### config.mk
export PLATFORM = sky130hd
export DESIGN_NAME = msd_pa_div
export DESIGN_NICKNAME = d
export VERILOG_FILES = /design/src/rtl/core/msd_pa_pkg.sv /design/src/rtl/core/msd_pa_div.sv
export SDC_FILE = /design/constraint.sdc
export NUM_CORES = 1
export LEC_CHECK = 0
export BUFFER_PORTS_ARGS = -buffer_cell sky130_fd_sc_hd__clkbuf_2
export CORE_MARGIN = 2
export CORE_UTILIZATION = 45
export DETAILED_ROUTE_END_ITERATION = 16
export GPL_TIMING_DRIVEN = 0
export RECOVER_POWER = 50
export SLEW_MARGIN = 20
export SYNTH_ARGS = -nofsm -noshare
export SYNTH_HDL_FRONTEND = slang
export SYNTH_SLANG_ARGS = --single-unit
export TNS_END_PERCENT = 20
### constraint.sdc
create_clock -name clk -period 9.05 [get_ports clk]
set_clock_uncertainty 0.1 [all_clocks]
set_input_delay 1.81 -clock clk [delete_from_list [all_inputs] [get_ports clk]]
set_output_delay 1.81 -clock clk [all_outputs]
set_load 0.02 [all_outputs]
### src/rtl/core/msd_pa_pkg.sv
// Package for the periodic MSD accumulator: field widths, register indexes,
// reset values, state encoding and shared constants.
// No dependencies.
`timescale 1ns / 1ps
`default_nettype none

package msd_pa_pkg;

    localparam int CFG_DATA_W  = 32;
    localparam int CFG_INDEX_W = 3;

    localparam int BOX_W      = 24;
    localparam int STEP_W     = 16;
    localparam int COUNT_W    = 11;
    localparam int TIME_W     = 32;
    localparam int SUM_W      = 64;
    localparam int MSD_W      = 48;
    localparam int SCALE_BITS = 8;
    localparam int DIVIDEND_W = SUM_W + SCALE_BITS;
    localparam int CS_W       = COUNT_W + STEP_W;
    localparam int CSF_W      = CS_W + 3;
    localparam int DEN_W      = CSF_W + TIME_W;

    localparam int DEF_MAX_POLYMERS = 1024;
    localparam int DEF_COORD_BITS   = 24;

    localparam logic [MSD_W-1:0] MSD_MAX = {MSD_W{1'b1}};
    localparam logic [SUM_W-1:0] SUM_MAX = {SUM_W{1'b1}};

    localparam logic [BOX_W-1:0]   BOX_RESET   = 24'hFFFFFF;
    localparam logic [STEP_W-1:0]  STEP_RESET  = 16'd655;
    localparam logic [COUNT_W-1:0] COUNT_RESET = 11'd1;

    typedef enum logic [CFG_INDEX_W-1:0] {
        REG_BOX_X      = 3'd0,
        REG_BOX_Y      = 3'd1,
        REG_BOX_Z      = 3'd2,
        REG_THREE_D    = 3'd3,
        REG_STEP_SIZE  = 3'd4,
        REG_POLY_COUNT = 3'd5,
        REG_START_TIME = 3'd6,
        REG_END_TIME   = 3'd7
    } cfg_reg_t;

    typedef enum logic [3:0] {
        ST_IDLE,
        ST_WRAP,
        ST_SQUARE,
        ST_ACCUM,
        ST_DEN_A,
        ST_DEN_B,
        ST_DEN_C,
        ST_DIV_START,
        ST_DIV_WAIT,
        ST_OUT
    } msd_pa_state_t;

    localparam logic [1:0] AXIS_X       = 2'd0;
    localparam logic [1:0] AXIS_Y       = 2'd1;
    localparam logic [1:0] AXIS_Z       = 2'd2;

endpackage

`default_nettype wire

### src/rtl/core/msd_pa_div.sv
// Restoring divider, one quotient bit per cycle: floor(sum * 2^8 / den)
// saturated to 48 bits. Depends on msd_pa_pkg.
`timescale 1ns / 1ps
`default_nettype none

module msd_pa_div (
    input  wire logic                       clk,
    input  wire logic                       rst_n,
    input  wire logic                       start,
    input  wire logic [msd_pa_pkg::SUM_W-1:0] sum,
    input  wire logic [msd_pa_pkg::DEN_W-1:0] den,
    output logic                            done,
    output logic      [msd_pa_pkg::MSD_W-1:0] quotient
);
    import msd_pa_pkg::*;

    localparam int CNT_W = $clog2(DIVIDEND_W);
    localparam logic [CNT_W-1:0] TOP_BIT = CNT_W'(DIVIDEND_W - 1);
    localparam logic [CNT_W-1:0] SAT_BIT = CNT_W'(MSD_W);

    logic                  busy_reg;
    logic                  done_reg;
    logic [CNT_W-1:0]      bit_reg;
    logic [DIVIDEND_W-1:0] dvd_reg;
    logic [DEN_W-1:0]      rem_reg;
    logic [DEN_W-1:0]      den_reg;
    logic [MSD_W-1:0]      q_reg;

    logic [DEN_W:0]        trial;
    logic                  ge;
    logic                  sat_hit;
    logic                  den_zero;

    assign trial    = {rem_reg, dvd_reg[DIVIDEND_W-1]};
    assign ge       = trial >= {1'b0, den_reg};
    assign sat_hit  = ge && (bit_reg >= SAT_BIT);
    assign den_zero = den == '0;

    always_ff @(posedge clk or negedge rst_n)
    begin
        if (!rst_n)
        begin
            busy_reg <= 1'b0;
            done_reg <= 1'b0;
            bit_reg  <= '0;
        end
        else
        begin
            done_reg <= 1'b0;
            if (start && !busy_reg)
            begin
                bit_reg <= TOP_BIT;
                if (den_zero)
                begin
                    done_reg <= 1'b1;
                end
                else
                begin
                    busy_reg <= 1'b1;
                end
            end
            else if (busy_reg)
            begin
                if (sat_hit || bit_reg == '0)
                begin
                    busy_reg <= 1'b0;
                    done_reg <= 1'b1;
                end
                else
                begin
                    bit_reg <= bit_reg - 1'b1;
                end
            end
        end
    end

    always_ff @(posedge clk)
    begin
        if (start && !busy_reg)
        begin
            dvd_reg <= {sum, {SCALE_BITS{1'b0}}};
            rem_reg <= '0;
            den_reg <= den;
            q_reg   <= den_zero ? MSD_MAX : '0;
        end
        else if (busy_reg)
        begin
            dvd_reg <= {dvd_reg[DIVIDEND_W-2:0], 1'b0};
            if (ge)
            begin
                rem_reg <= DEN_W'(trial - {1'b0, den_reg});
            end
            else
            begin
                rem_reg <= trial[DEN_W-1:0];
            end
            // A quotient bit at or above bit 48 means the result cannot fit.
            if (sat_hit)
            begin
                q_reg <= MSD_MAX;
            end
            else
            begin
                q_reg <= {q_reg[MSD_W-2:0], ge};
            end
        end
    end

    assign done     = done_reg;
    assign quotient = q_reg;

endmodule

`default_nettype wire

Word level (Yosys, flattened, before mapping):

Cells that the tools add are included.

* output and inout bits: 49
* word-level logic and storage cells: 39
* register bits after elaboration: 245
* input bits: 129

* equal/unequal tests: 2
* $lt $le $gt $ge: 2
* mux-type cells: 18
* $add $sub $neg: 2
* reductions and logical operators: 8

Operator list (number)
* $mux 48: 4
* $mux 72: 2
* $ge 63x62->1: 1
* $logic_not 62->1: 1
* $mux 62: 1
* $sub 62x62->62: 1
* $mux 7: 3
* $mux 1: 8
* $ge 7x6->1 const B: 1
* $logic_not 7->1: 1
* $sub 7x1->7 const B: 1
* $logic_and 1x1->1: 2
* $ne 2x1->1 const B: 1
* $ne 2x2->1 const B: 1
* $reduce_and 2->1: 1
* $reduce_bool 2->1: 1
* $logic_not 1->1: 1
* $logic_or 1x1->1: 1

Depth between registers and ports, before layout:

Gate-level depths: netlist of run 1.

* word-level depth: 6
* gate-level depth with buffers: 16
* depth with buffers taken out: 13

Worst setup path before layout of run 1:

OpenSTA, ideal clock, no wires.

* kind: input to register
* start: input port start
* end: register dvd_reg[10], enable pin
* path buffers: 1
* data arrival time: 4291 ps
* slack: 4192 ps
* library setup time: 467 ps
* required time: 8483 ps
* cell stages on the path: 3
* path through: nor2_1 -> clkbuf_1 -> inv_1

* longest elaborated chain between the ends: 2

RTL lines
* from (decl): line msd_pa_div.sv:9 `input wire logic start,`
* $logic_and 1x1->1: line msd_pa_div.sv:79 `if (start && !busy_reg)`
* $reduce_bool 2->1 (no line)
* to (signal assigned): line msd_pa_div.sv:81 `dvd_reg <= {sum, {SCALE_BITS{1'b0}}};`
* to (signal assigned): line msd_pa_div.sv:88 `dvd_reg <= {dvd_reg[DIVIDEND_W-2:0], 1'b0};`
* to (decl): line msd_pa_div.sv:24 `logic [DIVIDEND_W-1:0] dvd_reg;`

No other way between the ends.
A chain may end at the register's enable or synchronous reset.

Worst setup path in the final report of run 1:

* start: input port start
* end: register dvd_reg[34], enable pin

Same word-level chain as after synthesis.

==> metrics list, run 1 <==
- The run finished, with violations left.
- Violations in the final reports: max-capacitance violations, max-slew violations
* First DRT Iteration DRCs: slightly below 1000
- The final route contains 11350 vias.
- TritonCTS built the clock tree.
- The clock period could shrink to ~5.7 ns.
* Post-synth EDFFs: around 170
- The initial utilization of the core area, before any placement, comes to 0.4586.
* Final worst-path cycle share: 0.6299
- The initial antenna violation count is 1.
- Counting along the longest clock path gives a buffer depth of 3.
* Fraction of final layout cells sized beyond drive strength 1: 0.09721
* Detailed-route DRC error count: 0
- In the global route stage, met2 resource usage came out at 0.3826.
* Startpoint kind of the worst setup timing path: primary input
- For this run, global-route usage on met1 was measured as 0.3136.
- Area occupied by registers: 6691 um2
* Cell Pwr Density: roughly 400 nW/um2
- Area used by multi-input combinational logic: around 6200 um2
* Post-Syn Nets: between 1500 and 2000
- A synthesized cell averages between 9 and 10 um2.
- Synthesis produced ~1500 cells.
* Count of TritonRoute iterations in the first routing pass: 7
- The core region is around 30000 um2.
* Detailed Place HPWL: around 28 mm
- Final-layout setup total negative slack: 0 ns
- CTS built an H-tree with a depth of 1.
- The first global-routing pass estimated approximately 59 mm of wire.
* Top area cells in the synthesized netlist: edfxtp_1 (38%), nand2_1 (9.5%), dfxtp_1 (9.1%)
* Vias/cell: around 5.5
- Library cell occupying the most area in the post-synthesis netlist: edfxtp_1
* Synthesis-to-finish area growth: 15.74%
* Resized cells post-CTS: 0
- Class of the most critical setup path: primary input to flop
- Largest stage delay, worst path: 2.07 ns
* Ant diodes: 0
- Die width: roughly 180 um
* Largest net degree at the start of global routing: 65
- Aggregate global-route resource usage: 0.2361
- Max Slew Vio Count: approximately 130
- The cell area that synthesis handed to floorplanning was 13630 um2.
- GRT Residual Overflow: 0
- Count of distinct cell types in the synthesized netlist: 76
* Later-pin clock latency in the skew report: 0.58 ns
- The slowest stage of the critical path is the clkinvlp_2 cell.
- The share of synthesized area in the top cell type comes to 0.3834.
- Arr. time, crit path: 5.88 ns
- Final net count: 1859
- The synthesized design contains ~250 register bits.
- Cell mode on critical path: clkbuf_1
- The number of global-route vias before repair was 11090.
- In this run the vertical extent of the chip is around 180 um.
- Kind of capture point of the worst setup path: flop
- Clock sink count: roughly 250
- The tree is rooted in a clkbuf_16.
- For the pin with the worst max-slew slack, the measured transition is approximately 2.3 ns.
- Total setup violations reported at the end of the flow: 0
- After clock tree synthesis, the clock-pin slew on the worst setup and hold paths is 0.06 ns.
* Setup repair after global routing missed its margin: no
- After layout, the design draws a total of approximately 6 mW.
* Total of warnings raised by yosys: 0
- Data on the critical path is required at its endpoint by 9.23 ns.
- Post-synthesis sequential area ratio: 0.4910
- Flip-flop count of the largest register after layout: 64
- Class of the tightest hold or removal check: flop to flop
- Final RePlAce weighted congestion: roughly 0.89
- For met3 alone, demand over resource in global routing was 0.05328.
- Count of nets left with antenna violations after detail routing: 0
- Final WL: 37.69 mm
* Number of post-CTS setup repair buffers: 0
- The worst-case IR drop observed on VDD is approximately 0.00019 V.
* Hold buffer count at CTS: 0
- Critical-path cell list: clkbuf_1 > nor2_1 > clkbuf_1 > clkinvlp_2 > buf_16
- Fill cells in the final layout number around 2800.
- Final Hold Fails: 0
- Async set-or-reset flop fraction in the synthesized netlist: 0.03673
* Number of core rows: 63
* TritonCTS buffer count: 28
- Pin placement for this block handled 178 I/O pins.
- Across the run, the number of max-cap violations was 3.
* Synth top cells by count: nand2_1 (344), edfxtp_1 (174), o21ai_0 (91)
- In this run the static leakage power is 6.738 nW.
- Largest fanout on the critical path: 64
- Static timing analysis puts the maximum clock frequency at around 0.18 GHz.
- Synth Flop Type: edfxtp_1
- In this run the most used layer during global routing was met2.
* Cell with the most instances after synthesis: nand2_1
- In the final routed layout, each cell accounts on average for roughly 18 um.
- Port buffering added 177 buffers.
- Max_slew headroom: -0.5698
* Total Die Area: between 30000 and 40000 um2
==> final cells by class <==
| type | instances | share of cell area |
|---|---|---|
| Sequential cell | 245 | 0.4242 |
| Multi-Input combinational cell | 1037 | 0.3935 |
| Timing Repair Buffer | 179 | 0.04973 |
| Clock buffer | 29 | 0.04465 |
| Tap cell | 390 | 0.03093 |
| Buffer | 88 | 0.02586 |
| Inverter | 86 | 0.02054 |
| Clock inverter | 23 | 0.01063 |
==> cells in the final DEF, fill, tap and decap left out, drive strengths merged, types with 40 or more instances in the layout <==
cell / instances
nand2: 344
clkbuf: 271
edfxtp: 174
o21ai: 137
inv: 86
a21oi: 86
ha: 64
dfxtp: 62
nor2: 52
a22o: 40
==> critical path: cells and delay by family <==
family / cells / cell delay (ns)
buf+inv: 4 / 3.74
simple gates: 1 / 0.24
==> path summary, 6_finish.rpt <==
path	start	endpoint	slack, ns	cells after the start
setup / recovery	start	dvd_reg[34]	3.35	5
hold / removal	rem_reg[25]	rem_reg[26]	0.40	2
setup reg to reg	busy_reg	dvd_reg[34]	4.06	5
hold reg to reg	rem_reg[25]	rem_reg[26]	0.40	2
max in group asynchronous	rst_n	bit_reg[4]	7.35	1
min in group asynchronous	rst_n	done	1.10	1
==> logic make-up after synthesis <==
logic type	after synthesis	synth area share
simple gates	515	0.1651
compound gates	391	0.1868
xor+xnor	61	0.03920
flops	245	0.4910
buf+inv	174	0.05361
mux	5	0.004131
fa+ha+maj	65	0.06022
==> per-stage QoR <==
stage	util	setup WS, ns	hold slack (ns)	cell area [um2]	cells
floorplan	-	4.192	0.3627	13630	1456
global placement	0.5049	2.621	0.3891	15000	2023
detailed placement	0.5068	4.671	0.3995	15060	2025
CTS	0.5361	5.244	0.4058	15930	2077
global route	0.5308	3.123	0.4350	15780	2077
finish	0.5308	3.349	0.4013	15780	2077
==> power breakdown <==
group	internal, mW	total (mW)	switching, mW
clock	0.597	1.08	0.486
combinational	1.12	3.04	1.92
sequential	1.81	2.05	0.239
==> layer usage <==
metal | share of wire | up-vias | wire [um]
met2 | 0.46 | 304 | 17180
li1 | - | 5615 | -
met3 | 0.067 | 61 | 2540
met4 | 0.032 | 2 | 1211
met5 | 0.00040 | - | 15
met1 | 0.44 | 5363 | 16740
Power figures use the tool's default switching activity.
==> run 2: changes to the inputs <==
Clock period 9.05 ns to 5.6 ns, I/O delays scaled along.
==> metrics list, run 2 (same netlist as run 1, synthesis figures left out) <==
- Result of the run: finished with violations (unchanged).
* Violations in the final reports: max-capacitance violations, max-slew violations (unchanged)
* Class of the tightest hold or removal check: flop to flop (unchanged)
- Summed area of non-filler cells in the final layout: 15800 um2 (was 15780 um2)
- The clock tree root buffer cell is clkbuf_16 (unchanged).
* GRT Residual Overflow: 0 (unchanged)
- The final count of negative-setup-slack endpoints was 0 (unchanged).
- Synthesis-to-finish area growth: 15.89% (was 15.74%)
- Total via count after detailed routing: 11390 (was 11350)
* Largest net degree at the start of global routing: 65 (unchanged)
- Worst Tran Pin Value: 1.758 ns (was 2.342 ns)
- The path type of the worst setup path was flop to flop (was primary input to flop).
- The global-route met3 utilization is 0.05328 (unchanged).
- Clock edge transition at the registers on the reported setup and hold paths: 0.06 ns (about the same)
- Avg WL per Cell: 18.15 um (about the same)
- The hold path depth is 2 (unchanged).
- The final antenna-violating net count is 0 (unchanged).
- Ant diodes: 0 (unchanged)
- Global routing met2 resource utilization: 0.3826 (unchanged)
* First-pass GRT wire length: 59.01 mm (unchanged)
* Number of post-CTS setup repair buffers: 0 (unchanged)
* Capture instance of the worst register-to-register path: rem_reg[53] (was dvd_reg[34])
- Setup repair after global routing missed its margin: no (unchanged)
- The sum of internal, switching and leakage power was 9.966 mW (was 6.166 mW).
- The number of standard-cell rows in the floorplan was 63 (unchanged).
* Max_slew headroom: -0.1717 (was -0.5698)
- The highest net fanout along the worst path was 3 (was 64).
* Cell Pwr Density: 631.0 nW/um2 (was 390.9 nW/um2)
- Clock tree from TritonCTS: done (unchanged)
- Die boundary height: 178.0 um (unchanged)
* Number of global-route vias before repair: 11090 (unchanged)
- The most frequent standard cell in the layout excluding fill and tap cells is nand2_1 (unchanged).
- Hold buffer count at CTS: 0 (unchanged)
* Flip-flop count of the largest register after layout: 64 (unchanged)
- The horizontal die dimension was 178.0 um (unchanged).
- Final WL: 37.70 mm (was 37.69 mm)
* Detailed Place HPWL: 28.03 mm (unchanged)
* Final-layout setup total negative slack: 0 ns (unchanged)
- The launch point of the worst reg-to-reg path is den_reg[1] (was busy_reg).
- The initial antenna violation count came to 1 (unchanged).
- Final Hold Fails: 0 (unchanged)
* Critical hold path startpoint: rem_reg[25] (unchanged)
* Vias/cell: 5.484 (was 5.462)
- Instance area at placement: 15060 um2 (unchanged)
* Resized cells post-CTS: 0 (unchanged)
* Initial core utilization: 0.4586 (unchanged)
* Max Slew Vio Count: 30 (was 126)
* Max cap viols: 1 (was 3)
- The internal reg-to-reg setup slack is 1.72 ns (was 4.06 ns).
- Final core area utilization: 0.5315 (was 0.5308)
- Worst vdd rail ir drop: 0.0002995 V (was 0.0001855 V)
- Dividing the final minimum period by the clock period gives 0.6926.
- Slowest CP cell: a2111oi_1 (was clkinvlp_2)
* Depth of the CTS H-tree: 1 (unchanged)
- The initial DRC count came to 994 (was 975).
* Met1 Resource Use GR: 0.3136 (unchanged)
* Total Die Area: 31690 um2 (unchanged)
- R2R depth: 12 (was 5)
- The number of sinks handled by clock tree synthesis was 245 (unchanged).
* Number of standard cells in the final layout excluding fillers: 2077 (unchanged)
- The category of the worst setup path capture point is a flop (unchanged).
- Most used cells in the layout excluding fill and tap cells: nand2_1 (344), edfxtp_1 (174), clkbuf_1 (172) (unchanged)
- The largest stage delay on the critical path was 0.74 ns (was 2.07 ns).
- Standby leakage power: 6.749 nW (was 6.738 nW)
- The clock insertion delay at the later pin of the skew report came to 0.58 ns (about the same).
- The core box area was 29720 um2 (unchanged).
- Aggregate global-route resource usage: 0.2361 (unchanged)
- Hold Path End: rem_reg[26] (unchanged)
- The endpoint required time on the critical path was 5.96 ns (was 9.23 ns).
- Final net count: 1859 (unchanged)
- Area occupied by registers: 6691 um2 (unchanged)
* Count of TritonRoute iterations in the first routing pass: 5 (was 7)
- Placed Cells: 2025 (unchanged)
* Maximum clock frequency: about 0.26 GHz
- Area used by multi-input combinational logic: 6207 um2 (unchanged)
- TritonCTS buffer count: 28 (unchanged)
* Min cycle time layout: 3.878 ns
* Final RePlAce weighted congestion: 0.8938 (unchanged)
* Maximum root-to-sink buffer count: 3 (unchanged)
- The share of cells above drive strength 1 came to 0.09781 (was 0.09721).
* Critical-path cell list: inv_1 > ha_1 > nor2b_1 > o2111ai_1 > a2111oi_1 > nor4b_2 > o311ai_2 > a21oi_1 > o21ai_1 > xnor2_1 > nor2_1 > a221o_1 (was clkbuf_1 > nor2_1 > clkbuf_1 > clkinvlp_2 > buf_16)
* Number of buffer cells added on primary ports: 177 (unchanged)
- The routing layer with the top usage in global route is met2 (unchanged).
* Arr. time, crit path: 4.24 ns (was 5.88 ns)
* Final-layout fill cell count: 2836 (was 2838)
- Detailed-route DRC error count: 0 (unchanged)
- The category of the worst setup path launch point is a flop (was primary input).
- Ports: 178 (unchanged)
[run 2: changes by cell type in the layout (fill, tap and decap cells not counted)]
cell,delta
inv_6,+1
buf_1,-1
buf_12,+1
clkinvlp_2,-1
[run 2: where the power goes]
part	internal [mW]	switching, mW	leakage (nW)
registers	2.91	0.386	2.35
clock network	0.965	0.787	0.435
logic	1.81	3.11	3.96
[run 2: area by class of cell]
type	instances	area share
buffer	88	0.02582
inverter	86	0.02075
timing repair buffer	179	0.05070
clock inverter	23	0.01061
multi-input combinational	1037	0.3930
clock buffer	29	0.04460
sequential	245	0.4236
tap	390	0.03089
[run 2: worst max path at each step]
stage / start / to / slack (ns)
floorplan: start / dvd_reg[10] / 1.43
global placement: start / busy_reg / -0.14
detailed placement: den_reg[1] / rem_reg[53] / 1.82
CTS: den_reg[1] / rem_reg[53] / 1.79
global route: den_reg[1] / rem_reg[53] / 1.63
finish: den_reg[1] / rem_reg[53] / 1.72
[run 2: per-layer routing]
| metal | vias up | wire, um |
|---|---|---|
| li1 | 5611 | - |
| met1 | 5392 | 16660 |
| met2 | 324 | 17160 |
| met3 | 61 | 2630 |
| met4 | 2 | 1228 |
| met5 | - | 15 |
[run 2: worst max-delay path: cells and delay by family, from the launching register on]
kind | cells | cell delay, ns
and+or+nand+nor | 3 | 0.44
xor gates and xnor gates | 1 | 0.15
buffers and inverters | 1 | 0.06
DFF | 1 | 0.42
AOI/OAI and AO/OA | 6 | 2.32
adders and majority gates | 1 | 0.28
[run 2: metrics by stage]
| step | worst slack [ns] | hold WS [ns] |
|---|---|---|
| after floorplan | 1.432 | 0.3627 |
| after global routing | 1.628 | 0.4350 |
| after global placement | -0.1388 | 0.3891 |
| after CTS | 1.794 | 0.2933 |
| final | 1.722 | 0.4022 |
| after detailed placement | 1.822 | 0.3995 |
